[src/sv/adaline_pkg.sv]
// Package for the ADALINE LMS update block: sizes, fixed-point constants,
// multiplier operation tags. No dependencies.
package adaline_pkg;

    localparam int IN_DIM  = 4;
    localparam int OUT_DIM = 2;

    localparam int DATA_W = 24;
    localparam int X_W    = 16;
    localparam int RATE_W = 16;

    localparam logic [RATE_W-1:0] RATE_RESET = 16'd655;

    localparam logic signed [DATA_W-1:0] VAL_MAX = {1'b0, {(DATA_W-1){1'b1}}};
    localparam logic signed [DATA_W-1:0] VAL_MIN = {1'b1, {(DATA_W-1){1'b0}}};

    localparam int IDX_W = (IN_DIM > 1) ? $clog2(IN_DIM) : 1;
    localparam int N_W   = (OUT_DIM > 1) ? $clog2(OUT_DIM) : 1;

    // shared multiplier: signed MA_W x signed MB_W
    localparam int MA_W   = DATA_W + 1;
    localparam int MB_W   = X_W + 1;
    localparam int PROD_W = MA_W + MB_W;

    localparam int WX_W  = DATA_W + X_W;
    localparam int ACC_W = WX_W + $clog2(IN_DIM + 1);

    // rate * error, split into halves for the weight step
    localparam int P_W  = DATA_W + RATE_W;
    localparam int PL_W = P_W / 2;
    localparam int PH_W = P_W - PL_W;

    localparam int ACCU_W = P_W + X_W + 1;

    localparam int Y_SHIFT = 12;
    localparam int W_SHIFT = 27;
    localparam int B_SHIFT = 15;

    localparam int SAT_W = ACC_W + 1;

    typedef enum logic [1:0] {
        OP_MAC,
        OP_RE,
        OP_LO,
        OP_HI
    } op_t;

    typedef struct packed {
        logic             vld;
        op_t              op;
        logic [N_W-1:0]   n;
        logic [IDX_W-1:0] i;
    } mul_tag_t;

endpackage

[src/sv/adaline_mul.sv]
// Shared signed multiplier with registered product and operation tag.
// Depends on adaline_pkg.
module adaline_mul
    import adaline_pkg::*;
(
    input  logic                     clk,
    input  logic                     rst_n,
    input  logic signed [MA_W-1:0]   a,
    input  logic signed [MB_W-1:0]   b,
    input  mul_tag_t                 tag,
    output logic signed [PROD_W-1:0] prod_reg,
    output mul_tag_t                 tag_reg
);

    always_ff @(posedge clk or negedge rst_n)
    begin
        if (!rst_n)
        begin
            tag_reg <= '0;
        end
        else
        begin
            tag_reg <= tag;
        end
    end

    always_ff @(posedge clk)
    begin
        prod_reg <= a * b;
    end

endmodule

[src/sv/adaline_lms_update_core.sv]
// ADALINE LMS update top level: sequencer, weight/bias store, output register.
// Depends on adaline_pkg and adaline_mul.
// The result is valid after the forward pass when all errors are zero; otherwise a
// weight and bias update pass over every output follows before the result is shown.
// A new input is not taken until the previous result is loaded; every product goes through the one
// 25x17 multiplier. Async active-low reset clears weights, biases, FSM and sets rate to 655.
module adaline_lms_update_core
    import adaline_pkg::*;
(
    input  logic                     clk,
    input  logic                     rst_n,
    input  logic                     cfg_we,
    input  logic [RATE_W-1:0]        cfg_wdata,
    input  logic                     in_valid,
    output logic                     in_stall,
    input  logic signed [X_W-1:0]    x0,
    input  logic signed [X_W-1:0]    x1,
    input  logic signed [X_W-1:0]    x2,
    input  logic signed [X_W-1:0]    x3,
    input  logic signed [DATA_W-1:0] t0,
    input  logic signed [DATA_W-1:0] t1,
    output logic                     out_valid,
    input  logic                     out_stall,
    output logic signed [DATA_W-1:0] y0,
    output logic signed [DATA_W-1:0] y1,
    output logic signed [DATA_W-1:0] e0,
    output logic signed [DATA_W-1:0] e1,
    output logic                     changed
);

    localparam int YR_W = ACC_W + 1 - Y_SHIFT;
    localparam int BS_W = P_W + 1 - B_SHIFT;
    localparam int WD_W = ACCU_W - W_SHIFT;

    typedef enum logic [3:0] {
        S_IDLE,
        S_FWD,
        S_DRAIN,
        S_FIN,
        S_ERR,
        S_DEC,
        S_RE,
        S_REWAIT,
        S_LO,
        S_HI,
        S_TAIL,
        S_DONE
    } state_t;

    function automatic logic signed [DATA_W-1:0] sat_data(input logic signed [SAT_W-1:0] v);
        logic signed [DATA_W-1:0] r;
        if (v[SAT_W-1:DATA_W-1] == {(SAT_W-DATA_W+1){v[DATA_W-1]}})
            r = v[DATA_W-1:0];
        else if (v[SAT_W-1])
            r = VAL_MIN;
        else
            r = VAL_MAX;
        return r;
    endfunction

    state_t state_reg, state_next;
    logic [N_W-1:0]   n_reg, n_next;
    logic [IDX_W-1:0] i_reg, i_next;

    logic [RATE_W-1:0] rate_reg;

    logic signed [X_W-1:0]    x_in [IN_DIM];
    logic signed [X_W-1:0]    x_reg [IN_DIM];
    logic signed [DATA_W-1:0] t_in [OUT_DIM];
    logic signed [DATA_W-1:0] t_reg [OUT_DIM];

    logic signed [DATA_W-1:0] w_reg [OUT_DIM][IN_DIM];
    logic signed [DATA_W-1:0] b_reg [OUT_DIM];

    logic signed [ACC_W-1:0]  acc_reg [OUT_DIM];
    logic signed [DATA_W-1:0] y_reg [OUT_DIM];
    logic signed [DATA_W-1:0] e_reg [OUT_DIM];
    logic                     chg_reg;

    logic signed [P_W-1:0]    p_reg;
    logic signed [BS_W-1:0]   bstep_reg;
    logic signed [ACCU_W-1:0] accu_reg;
    logic signed [DATA_W-1:0] wold_reg;
    logic                     wb_valid_reg;
    logic [N_W-1:0]           wb_n_reg;
    logic [IDX_W-1:0]         wb_i_reg;

    logic                     out_valid_reg, out_valid_next;
    logic signed [DATA_W-1:0] y0_reg, y1_reg, e0_reg, e1_reg;
    logic                     changed_reg;

    logic signed [MA_W-1:0]   mul_a;
    logic signed [MB_W-1:0]   mul_b;
    mul_tag_t                 mul_tag;
    logic signed [PROD_W-1:0] prod_reg;
    mul_tag_t                 mtag;

    logic signed [DATA_W-1:0] w_rd, e_rd, b_rd;
    logic signed [X_W-1:0]    x_rd;
    logic signed [ACC_W-1:0]  acc_init;
    logic signed [WX_W-1:0]   prod_wx;
    logic signed [ACCU_W-1:0] prod_x;
    logic signed [P_W-1:0]    prod_p;
    logic signed [P_W:0]      brnd;
    logic signed [WD_W-1:0]   wd;
    logic signed [WD_W:0]     wsum;
    logic signed [BS_W:0]     bsum;

    logic signed [ACC_W:0]    acc_rnd [OUT_DIM];
    logic signed [YR_W-1:0]   yr [OUT_DIM];
    logic signed [DATA_W:0]   ed [OUT_DIM];

    logic in_xfer, load_out, any_err, i_last, n_last;

    assign x_in[0] = x0;
    assign x_in[1] = x1;
    assign x_in[2] = x2;
    assign x_in[3] = x3;
    assign t_in[0] = t0;
    assign t_in[1] = t1;

    assign in_stall = (state_reg != S_IDLE);
    assign in_xfer  = in_valid && !in_stall;
    assign load_out = (state_reg == S_DONE) && (!out_valid_reg || !out_stall);

    assign i_last = (i_reg == IDX_W'(IN_DIM - 1));
    assign n_last = (n_reg == N_W'(OUT_DIM - 1));

    assign w_rd = w_reg[n_reg][i_reg];
    assign x_rd = x_reg[i_reg];
    assign e_rd = e_reg[n_reg];
    assign b_rd = b_reg[n_reg];

    assign acc_init = ACC_W'(b_rd) << Y_SHIFT;
    assign prod_wx  = prod_reg[WX_W-1:0];
    assign prod_x   = ACCU_W'(prod_reg);
    assign prod_p   = prod_reg[P_W-1:0];
    assign brnd     = (P_W+1)'(prod_p) + (P_W+1)'(1 << (B_SHIFT - 1));
    assign wd       = accu_reg[ACCU_W-1:W_SHIFT];
    assign wsum     = (WD_W+1)'(wd) + (WD_W+1)'(wold_reg);
    assign bsum     = (BS_W+1)'(bstep_reg) + (BS_W+1)'(b_rd);

    always_comb
    begin
        any_err = 1'b0;
        for (int k = 0; k < OUT_DIM; k++)
        begin
            acc_rnd[k] = (ACC_W+1)'(acc_reg[k]) + (ACC_W+1)'(1 << (Y_SHIFT - 1));
            yr[k]      = acc_rnd[k][ACC_W:Y_SHIFT];
            ed[k]      = (DATA_W+1)'(t_reg[k]) - (DATA_W+1)'(y_reg[k]);
            any_err    = any_err | (e_reg[k] != '0);
        end
    end

    // sequencer
    always_comb
    begin
        state_next = state_reg;
        n_next     = n_reg;
        i_next     = i_reg;
        case (state_reg)
            S_IDLE:
            begin
                if (in_valid)
                begin
                    state_next = S_FWD;
                    n_next     = '0;
                    i_next     = '0;
                end
            end
            S_FWD:
            begin
                if (i_last)
                begin
                    i_next = '0;
                    if (n_last)
                        state_next = S_DRAIN;
                    else
                        n_next = n_reg + 1'b1;
                end
                else
                begin
                    i_next = i_reg + 1'b1;
                end
            end
            S_DRAIN:  state_next = S_FIN;
            S_FIN:    state_next = S_ERR;
            S_ERR:    state_next = S_DEC;
            S_DEC:
            begin
                n_next     = '0;
                i_next     = '0;
                state_next = any_err ? S_RE : S_DONE;
            end
            S_RE:     state_next = S_REWAIT;
            S_REWAIT: state_next = S_LO;
            S_LO:     state_next = S_HI;
            S_HI:
            begin
                if (i_last)
                begin
                    i_next = '0;
                    if (n_last)
                    begin
                        state_next = S_TAIL;
                    end
                    else
                    begin
                        n_next     = n_reg + 1'b1;
                        state_next = S_RE;
                    end
                end
                else
                begin
                    i_next     = i_reg + 1'b1;
                    state_next = S_LO;
                end
            end
            S_TAIL:   state_next = S_DONE;
            S_DONE:
            begin
                if (load_out)
                    state_next = S_IDLE;
            end
            default:  state_next = S_IDLE;
        endcase
    end

    // multiplier operand select
    always_comb
    begin
        mul_a       = '0;
        mul_b       = '0;
        mul_tag     = '0;
        mul_tag.n   = n_reg;
        mul_tag.i   = i_reg;
        case (state_reg)
            S_FWD:
            begin
                mul_a       = MA_W'(w_rd);
                mul_b       = MB_W'(x_rd);
                mul_tag.vld = 1'b1;
                mul_tag.op  = OP_MAC;
            end
            S_RE:
            begin
                mul_a       = MA_W'(e_rd);
                mul_b       = {1'b0, rate_reg};
                mul_tag.vld = 1'b1;
                mul_tag.op  = OP_RE;
            end
            S_LO:
            begin
                mul_a       = {{(MA_W-PL_W){1'b0}}, p_reg[PL_W-1:0]};
                mul_b       = MB_W'(x_rd);
                mul_tag.vld = 1'b1;
                mul_tag.op  = OP_LO;
            end
            S_HI:
            begin
                mul_a       = {{(MA_W-PH_W){p_reg[P_W-1]}}, p_reg[P_W-1:PL_W]};
                mul_b       = MB_W'(x_rd);
                mul_tag.vld = 1'b1;
                mul_tag.op  = OP_HI;
            end
            default:
            begin
                mul_tag.vld = 1'b0;
            end
        endcase
    end

    adaline_mul u_mul (
        .clk      (clk),
        .rst_n    (rst_n),
        .a        (mul_a),
        .b        (mul_b),
        .tag      (mul_tag),
        .prod_reg (prod_reg),
        .tag_reg  (mtag)
    );

    always_comb
    begin
        out_valid_next = out_valid_reg;
        if (load_out)
            out_valid_next = 1'b1;
        else if (out_valid_reg && !out_stall)
            out_valid_next = 1'b0;
    end

    always_ff @(posedge clk or negedge rst_n)
    begin
        if (!rst_n)
        begin
            state_reg     <= S_IDLE;
            n_reg         <= '0;
            i_reg         <= '0;
            out_valid_reg <= 1'b0;
            y0_reg        <= '0;
            y1_reg        <= '0;
            e0_reg        <= '0;
            e1_reg        <= '0;
            changed_reg   <= 1'b0;
        end
        else
        begin
            state_reg     <= state_next;
            n_reg         <= n_next;
            i_reg         <= i_next;
            out_valid_reg <= out_valid_next;
            if (load_out)
            begin
                y0_reg      <= y_reg[0];
                y1_reg      <= y_reg[1];
                e0_reg      <= e_reg[0];
                e1_reg      <= e_reg[1];
                changed_reg <= chg_reg;
            end
        end
    end

    always_ff @(posedge clk or negedge rst_n)
    begin
        if (!rst_n)
            rate_reg <= RATE_RESET;
        else if (cfg_we)
            rate_reg <= cfg_wdata;
    end

    // weight and bias store
    always_ff @(posedge clk or negedge rst_n)
    begin
        if (!rst_n)
        begin
            for (int k = 0; k < OUT_DIM; k++)
            begin
                b_reg[k] <= '0;
                for (int j = 0; j < IN_DIM; j++)
                    w_reg[k][j] <= '0;
            end
            wb_valid_reg <= 1'b0;
        end
        else
        begin
            wb_valid_reg <= mtag.vld && (mtag.op == OP_HI);
            if (wb_valid_reg)
                w_reg[wb_n_reg][wb_i_reg] <= sat_data(SAT_W'(wsum));
            if ((state_reg == S_LO) && (i_reg == '0))
                b_reg[n_reg] <= sat_data(SAT_W'(bsum));
        end
    end

    // datapath registers
    always_ff @(posedge clk)
    begin
        if (in_xfer)
        begin
            for (int k = 0; k < IN_DIM; k++)
                x_reg[k] <= x_in[k];
            for (int k = 0; k < OUT_DIM; k++)
                t_reg[k] <= t_in[k];
        end

        if ((state_reg == S_FWD) && (i_reg == '0))
            acc_reg[n_reg] <= acc_init;

        if (state_reg == S_FIN)
        begin
            for (int k = 0; k < OUT_DIM; k++)
                y_reg[k] <= sat_data(SAT_W'(yr[k]));
        end

        if (state_reg == S_ERR)
        begin
            for (int k = 0; k < OUT_DIM; k++)
                e_reg[k] <= sat_data(SAT_W'(ed[k]));
        end

        if (state_reg == S_DEC)
            chg_reg <= any_err;

        if (state_reg == S_HI)
            wold_reg <= w_rd;

        wb_n_reg <= mtag.n;
        wb_i_reg <= mtag.i;

        if (mtag.vld)
        begin
            case (mtag.op)
                OP_MAC: acc_reg[mtag.n] <= acc_reg[mtag.n] + ACC_W'(prod_wx);
                OP_RE:
                begin
                    p_reg     <= prod_p;
                    bstep_reg <= brnd[P_W:B_SHIFT];
                end
                OP_LO:  accu_reg <= prod_x + ACCU_W'(1 << (W_SHIFT - 1));
                OP_HI:  accu_reg <= accu_reg + (prod_x << PL_W);
                default: ;
            endcase
        end
    end

    assign out_valid = out_valid_reg;
    assign y0        = y0_reg;
    assign y1        = y1_reg;
    assign e0        = e0_reg;
    assign e1        = e1_reg;
    assign changed   = changed_reg;

endmodule

[config.mk]
export PLATFORM = sky130hd
export DESIGN_NAME = adaline_lms_update_core
export DESIGN_NICKNAME = d
export VERILOG_FILES = /design/src/sv/adaline_pkg.sv /design/src/sv/adaline_mul.sv /design/src/sv/adaline_lms_update_core.sv
export SDC_FILE = /design/constraint.sdc
export NUM_CORES = 2
export LEC_CHECK = 0
export BUFFER_PORTS_ARGS = -buffer_cell sky130_fd_sc_hd__buf_2
export CAP_MARGIN = 10
export CORE_ASPECT_RATIO = 0.9
export CORE_MARGIN = 4
export CORE_UTILIZATION = 50
export CTS_CLUSTER_SIZE = 24
export DETAILED_ROUTE_END_ITERATION = 10
export GPL_TIMING_DRIVEN = 0
export PLACE_DENSITY = 0.72
export SLEW_MARGIN = 20
export SYNTH_ARGS = -nofsm -noshare
export SYNTH_HDL_FRONTEND = slang
export SYNTH_HIERARCHICAL = 1
export SYNTH_SLANG_ARGS = --single-unit
[constraint.sdc]
create_clock -name clk -period 8.99 [get_ports clk]
set_clock_uncertainty 0.15 [all_clocks]
set_input_delay 1.3485 -clock clk [delete_from_list [all_inputs] [get_ports clk]]
set_output_delay 1.3485 -clock clk [all_outputs]
set_load 0.03 [all_outputs]
======== Yosys cells after proc, flatten, opt, wreduce, memory -nomap -nowiden ========
Memory sizes are Yosys's and may differ from the RTL's.
Index checks and enable logic that the tools add are counted.
storage, ports and cells
  output and inout port bits .............. 99
  bits in writable memories ............... 294
  register bits after elaboration ......... 561
  memories kept ........................... 5
  input bits .............................. 133
  logic and storage cells ................. 187
memories
  name     words  bits a word  rd ports  clocked after Yosys merged registers in  wr ports  line                           source
  acc_reg  2      43           3         0                                        2         adaline_lms_update_core.sv:75  logic signed [ACC_W-1:0] acc_reg [OUT_DIM];
  x_reg    4      16           1         0                                        4         adaline_lms_update_core.sv:68  logic signed [X_W-1:0] x_reg [IN_DIM];
  e_reg    2      24           3         0                                        2         adaline_lms_update_core.sv:77  logic signed [DATA_W-1:0] e_reg [OUT_DIM];
  t_reg    2      24           2         0                                        2         adaline_lms_update_core.sv:70  logic signed [DATA_W-1:0] t_reg [OUT_DIM];
  y_reg    2      24           2         0                                        2         adaline_lms_update_core.sv:76  logic signed [DATA_W-1:0] y_reg [OUT_DIM];
cells by class
  bitwise operators ....................... 5
  muxes and demuxes ....................... 68
  magnitude comparators ................... 7
  reduce and logical (&&, ||, !) cells .... 30
  $mul .................................... 1
  eq/ne operators ......................... 26
  add/subtract/negate cells ............... 12
operators by type and width
  kind                                            count
  2-to-1 mux 24 bit                               25
  2-to-1 mux 96 bit                               4
  bitwise mux 192 bit                             1
  equality test 20 bit                            6
  case mux 57 bit (2 select lines)                1
  case mux 25 bit (4 select lines)                1
  demux 96 bit (select 1 bit)                     1
  adder 43 x 13 -> 44 bit, second input constant  2
  adder 57 bit                                    1
  subtractor 24 x 24 -> 25 bit                    2
  binary-select mux 24 bit (select 2 bit)         1
  bitwise mux 48 bit                              1
  demux 24 bit (select 2 bit)                     1
  case mux 4 bit (12 select lines)                1
  nonzero test 24 bit                             2
  adder 42 x 28 -> 43 bit, second input constant  1
  adder 43 x 40 -> 43 bit                         1
  multiplier 25 x 17 -> 42 bit                    1
  adder 40 x 16 -> 41 bit, second input constant  1
  case mux 17 bit (2 select lines)                1
  adder 30 x 24 -> 31 bit                         1
  2-to-1 mux 4 bit                                7
  adder 26 x 24 -> 27 bit                         1
  demux 24 bit (select 1 bit)                     1
  35 further kinds                                84

======== Longest topological paths before layout ========
  word-level depth ........................ 9
  depth in mapped cells ................... 33
  depth with buffers taken out ............ 29

======== Hierarchy ========
Netlist, hierarchy kept.
by module, submodules not included
  module                   area an instance (um^2)  times used  cells each  sequential area each (um^2)
  adaline_lms_update_core  43023.8                  1           3918        21798.4
  adaline_mul              15855.2                  1           1678        991.0

======== Least setup slack after synthesis ========
No wires, ideal clock.
  path kind ............................... register to register
  start ................................... reg n_reg, in the netlist n_last
  end ..................................... reg u_mul.prod_reg[40]
  path buffers ............................ 6
  library setup time ...................... 72 ps
  setup slack ............................. 681 ps
  arrival ................................. 8087 ps
  cell stages (with the launch flop) ...... 32
  data required time ...................... 8768 ps
  clock period less this slack ............ 8309 ps
  path through ............................ dfrtp_1 -> clkbuf_1 -> buf_2 -> clkbuf_1 -> buf_1 -> buf_1 -> mux2i_1 -> o211ai_1 -> clkbuf_1 -> nand2_1 -> fa_1 -> inv_1 -> fa_1 -> inv_1 -> fa_1 -> inv_1 -> fa_1 -> fa_1 -> inv_1 -> fa_1 -> inv_1 -> ha_1 -> a21o_1 -> a21oi_1 -> inv_1 -> a21oi_1 -> nand2_1 -> o21ai_4 -> o21ai_2 -> a41o_1 -> o41ai_2 -> xnor2_1
between the ends
  word-level cells in the longest chain between the ends .. 9
  elaborated cells between the ends (all ways) .. 10
  those cells by class .................... mul (1); mux (7); bitwise (1); memory (1)
RTL lines
  what                                                  line                            source
  start, declared                                       adaline_lms_update_core.sv:62   logic [N_W-1:0] n_reg, n_next;
  start signal, assigned                                adaline_lms_update_core.sv:309  n_reg <= n_next;
  inverter 1 -> 2 bit (implied by the code)             adaline_lms_update_core.sv:129  assign w_rd = w_reg[n_reg][i_reg];
  2-to-1 mux 96 bit (implied by the code) (3 in a row)  adaline_lms_update_core.sv:129
  binary-select mux 24 bit (select 2 bit)               adaline_lms_update_core.sv:129
  2-to-1 mux 24 bit (implied by the code) (2 in a row)  adaline_lms_update_core.sv:129
  case mux 25 bit (4 select lines) (*)                  adaline_lms_update_core.sv:237  case (state_reg)
  via mul_a[23]                                         adaline_lms_update_core.sv:92   logic signed [MA_W-1:0] mul_a;
  multiplier 25 x 17 -> 42 bit (*)                      adaline_mul.sv:29               prod_reg <= a * b;
  end signal, assigned                                  adaline_mul.sv:29
  end, declared                                         adaline_mul.sv:11               output logic signed [PROD_W-1:0] prod_reg,
Mark *: on every way through the listed nets, which the timed path passes. The rest lies on a longest branch. The select of a mux whose other input is x is not followed.
A chain may end at the register's enable or synchronous reset.

======== Worst setup path after layout ========
  start ................................... reg state_reg[0]
  end ..................................... reg u_mul.prod_reg[39]
between the ends
  word-level cells in the longest chain between the ends .. 4
  elaborated cells between the ends (all ways) .. 8
  those cells by class .................... mul (1); eq/ne (4); mux (2); reduce/logical (1)
RTL lines
  what                                                                 line                            source
  start, declared                                                      adaline_lms_update_core.sv:61   state_t state_reg, state_next;
  start signal, assigned                                               adaline_lms_update_core.sv:308  state_reg <= state_next;
  equality test 4 bit or equality test 4 x 1 -> 1 bit (tied branches)  adaline_lms_update_core.sv:237
  OR reduction 3 bit (no line)                                         --
  case mux 17 bit (2 select lines) (*)                                 adaline_lms_update_core.sv:237
  via mul_b[16]                                                        adaline_lms_update_core.sv:93   logic signed [MB_W-1:0] mul_b;
  multiplier 25 x 17 -> 42 bit (*)                                     adaline_mul.sv:29
Mark *: on every way through the listed nets, which the timed path passes. The rest lies on a longest branch.

==> results.json <==
{
  "finalWeightedCongestion": 0.969,
  "synth.most_common_cell": "sky130_fd_sc_hd__nand2_1",
  "numCtsBuffers": 88,
  "die_area_mm2": 0.123,
  "finalMaxSlewViolations": 0,
  "count_of_different_cell_masters_after_synthesis": 94,
  "h-tree-depth": 3,
  "detail_route.iter0.violations": 4880,
  "timing_worst_slew_pin_value_ns": 0.894,
  "i_o_pin_total": 232,
  "synth_edf_count": 422,
  "yosysTopAreaCell": "sky130_fd_sc_hd__edfxtp_1",
  "pre_cts_slack_ns": -2.47,
  "synth_sequential_area_ratio_pct": 38.7,
  "placement.io_buffers": 230,
  "synth_top_flop_cell": "sky130_fd_sc_hd__edfxtp_1",
  "post_synth.cell_area_avg_um2": 10.5,
  "timing.critical_path.fanout_max": 10,
  "critPathLaunchType": "flip-flop",
  "asyncSetResetFlopFracSynth_pct": 44.1,
  "grt_max_degree": 102,
  "tritoncts": "built",
  "post_route_cells_drive_above_1_share_pct": 13.6,
  "timing.critical_path.to_type": "flip-flop",
  "critical_path_arrival_ns": 9.14,
  "ys_seq_elements": 835,
  "hold_viol_final": 0,
  "post_synth_most_frequent_cells": "sky130_fd_sc_hd__nand2_1, sky130_fd_sc_hd__inv_1, sky130_fd_sc_hd__edfxtp_1, sky130_fd_sc_hd__fa_1, sky130_fd_sc_hd__a21oi_1",
  "maxCapViolCount": 0,
  "status": "finished, final reports clean",
  "area.growth.synth_to_final_pct": 12.6,
  "cts_root_cell": "sky130_fd_sc_hd__clkbuf_16",
  "maximum_clock_insertion_buffer_count": 3,
  "design.final.nets": 6829,
  "hold_path.class": "reg -> reg",
  "detailroute.via_count": 44800,
  "routed_wl_um": 177000,
  "floorplan_die_width_um": 370,
  "postRouteAntennaNets": 0,
  "critical_path_class": "reg -> reg",
  "grt-ovfl-total": 0,
  "clock_latency_ns": 0.70,
  "timing.final.setup_violations": 0,
  "place_hpwl_um": 139000,
  "power.leakage_nw": 29.4,
  "yosysTopAreaCellShare_pct": 21.5,
  "detail_route.vias_per_cell": 5.87,
  "route.detailed.drc": 0,
  "grt.total_usage_pct": 28.7,
  "synth.yosys.warnings": 6,
  "netlist_instances": 5596,
  "core-area_mm2": 0.117,
  "period_minus_slack_ns": 8.69,
  "initial_utilization_pct": 50.3,
  "ys_top_cells_by_area": "sky130_fd_sc_hd__edfxtp_1, sky130_fd_sc_hd__dfrtp_1, sky130_fd_sc_hd__fa_1, sky130_fd_sc_hd__ha_1, sky130_fd_sc_hd__nand2_1",
  "cts.reportedPaths.clkPinSlew_ns": 0.06,
  "worstHoldStart": "u_mul/tag_reg[0]$_DFF_PN0_",
  "slew_headroom_pct": 39.9,
  "synthesis.area_mm2": 0.0589,
  "finalPower_w": 0.0197,
  "largest_reg_flops": 192,
  "grt_first_pass_wirelength_um": 269000,
  "first_global_vias": 44300,
  "finalCoreUtilization_pct": 56.6,
  "grt_antenna_before_repair": 12,
  "finalWorstSetupSlack_ns": 0.296,
  "clock.fmax_mhz": 115,
  "drt_first_pass_iters": 6,
  "critical_path.startpoint": "state_reg[0]$_DFFE_PN0P_",
  "fin_crit_sh_pct": 96.7,
  "power.density_cell_area_mw_per_mm2": 297,
  "placement_rows": 119,
  "syn_nets": 6440,
  "wl_per_cell_um": 23.2,
  "clock_sink_count": 835,
  "r2r-start": "state_reg[0]$_DFFE_PN0P_",
  "worstPathRequired_ns": 9.44,
  "fp.dieH_um": 334,
  "worst_ir_drop_on_vdd_mv": 0.160
}
==> where the power goes <==
part           total (W)  switching (W)  internal [W]
combinational    0.00981        0.00623       0.00357
clock            0.00396        0.00165       0.00231
sequential       0.00591       0.000797       0.00511
==> timing repair <==
item | 4_1_cts | 5_1_grt
gates cloned | 0 | 0
setup buffers | 23 | 1
pin swaps | 15 | 4
setup endpoints to repair | 32 | 9
gates resized for setup | 52 | 66
hold buffers | 0 | 0
==> metal layers <==
metal  global-route usage [%]  vias up  share of wire (%)
li1                         -    20000                  -
met1                     40.5    22200                 42
met2                     43.7     2174                 44
met3                     6.21      355                9.9
met4                     10.6        8                4.1
met5                        0        -              0.028
==> worst paths after layout <==
| kind | end | slack [ns] | cells after the start |
|---|---|---|---|
| setup / recovery | u_mul/prod_reg[39]$_DFF_P_ | 0.30 | 27 |
| hold reg to reg | wb_i_reg[0]$_DFF_P_ | 0.19 | 0 |
| setup reg to reg | u_mul/prod_reg[39]$_DFF_P_ | 0.30 | 27 |
| max in group asynchronous | rate_reg[2]$_DFFE_PN1P_ | 7.08 | 3 |
| min in group asynchronous | w_reg[179]$_DFFE_PN0P_ | 0.31 | 1 |
| hold / removal | wb_i_reg[0]$_DFF_P_ | 0.19 | 0 |
==> metrics by stage <==
stage               hold slack [ns]  cells   TNS, ns  instance area, um2
floorplan                     0.174   5596         0               58900
global placement              0.176   7399   -312.94               62000
detailed placement            0.179   7449    -47.96               62700
CTS                           0.193   7636         0               66200
global route                  0.202   7634  -0.00942               66300
finish                        0.192   7637         0               66300
==> cells by family (layout without fill, tap and decap cells) <==
family / count (synthesis) / after routing / share of synthesized area [%]
xor+xnor: 286 / 286 / 4.27
other cells: 0 / 3 / 0
flops: 835 / 835 / 38.7
buf+inv: 777 / 1242 / 5.05
fa+ha+maj: 741 / 741 / 21.0
mux: 282 / 282 / 6.48
simple gates: 1534 / 1534 / 12.3
compound gates: 1141 / 1141 / 12.2
==> layout by cell type (no fill, tap or decap), types with 40 or more instances in the layout <==
cell                          n
sky130_fd_sc_hd__and2_1     209
sky130_fd_sc_hd__nand2b_1    66
sky130_fd_sc_hd__a21o_1     110
sky130_fd_sc_hd__xnor2_1    177
sky130_fd_sc_hd__mux4_2      64
sky130_fd_sc_hd__dfrtp_1    362
sky130_fd_sc_hd__buf_2      237
sky130_fd_sc_hd__fa_1       422
sky130_fd_sc_hd__clkbuf_1   173
sky130_fd_sc_hd__a21oi_1    386
sky130_fd_sc_hd__dfxtp_1     45
sky130_fd_sc_hd__and3_1      53
sky130_fd_sc_hd__xor2_1     108
sky130_fd_sc_hd__nor2_1     318
sky130_fd_sc_hd__nand3_1     65
sky130_fd_sc_hd__nand4_1     40
sky130_fd_sc_hd__buf_4       55
sky130_fd_sc_hd__inv_1      534
sky130_fd_sc_hd__ha_1       289
sky130_fd_sc_hd__nand2_1    614
sky130_fd_sc_hd__o21ai_0    219
sky130_fd_sc_hd__o211ai_1    46
sky130_fd_sc_hd__o21ai_1     94
sky130_fd_sc_hd__clkbuf_2    41
sky130_fd_sc_hd__mux2i_1     61
sky130_fd_sc_hd__edfxtp_1   422
sky130_fd_sc_hd__clkbuf_16   97
sky130_fd_sc_hd__mux2_2     153
==> layout make-up <==
type / instances / area (um2)
diodes: 3 / 7.51
plain buffers: 237 / 1060
clock buffers: 125 / 2680
clock inverters: 41 / 523
fillers: 9957 / 50800
inverters: 535 / 2010
multi-input cells: 3984 / 33200
flip-flops and latches: 835 / 22800
well taps: 1573 / 1970
repair buffers: 304 / 2000
==> worst max-delay path, cell delays in order (launching register included) <==
cell and delay (ns):
sky130_fd_sc_hd__dfrtp_1 0.39, sky130_fd_sc_hd__clkbuf_1 0.41, sky130_fd_sc_hd__nor2_1 0.12, sky130_fd_sc_hd__nor3_2 0.16
sky130_fd_sc_hd__buf_4 0.25, sky130_fd_sc_hd__and2_1 0.60, sky130_fd_sc_hd__a21o_1 0.40, sky130_fd_sc_hd__clkbuf_1 0.44
sky130_fd_sc_hd__and2_1 0.22, sky130_fd_sc_hd__fa_1 0.46, sky130_fd_sc_hd__fa_1 0.47, sky130_fd_sc_hd__fa_1 0.58
sky130_fd_sc_hd__fa_1 0.47, sky130_fd_sc_hd__fa_1 0.49, sky130_fd_sc_hd__inv_1 0.05, sky130_fd_sc_hd__fa_1 0.47
sky130_fd_sc_hd__inv_1 0.04, sky130_fd_sc_hd__ha_1 0.34, sky130_fd_sc_hd__and3_1 0.25, sky130_fd_sc_hd__nand4_1 0.23
sky130_fd_sc_hd__nand2b_1 0.21, sky130_fd_sc_hd__nand4_1 0.11, sky130_fd_sc_hd__o211ai_1 0.33, sky130_fd_sc_hd__a21oi_2 0.13
sky130_fd_sc_hd__o211ai_1 0.36, sky130_fd_sc_hd__nand2b_1 0.10, sky130_fd_sc_hd__a21oi_1 0.18, sky130_fd_sc_hd__xnor2_1 0.15
No activity file was read; power rests on OpenSTA's default activity.
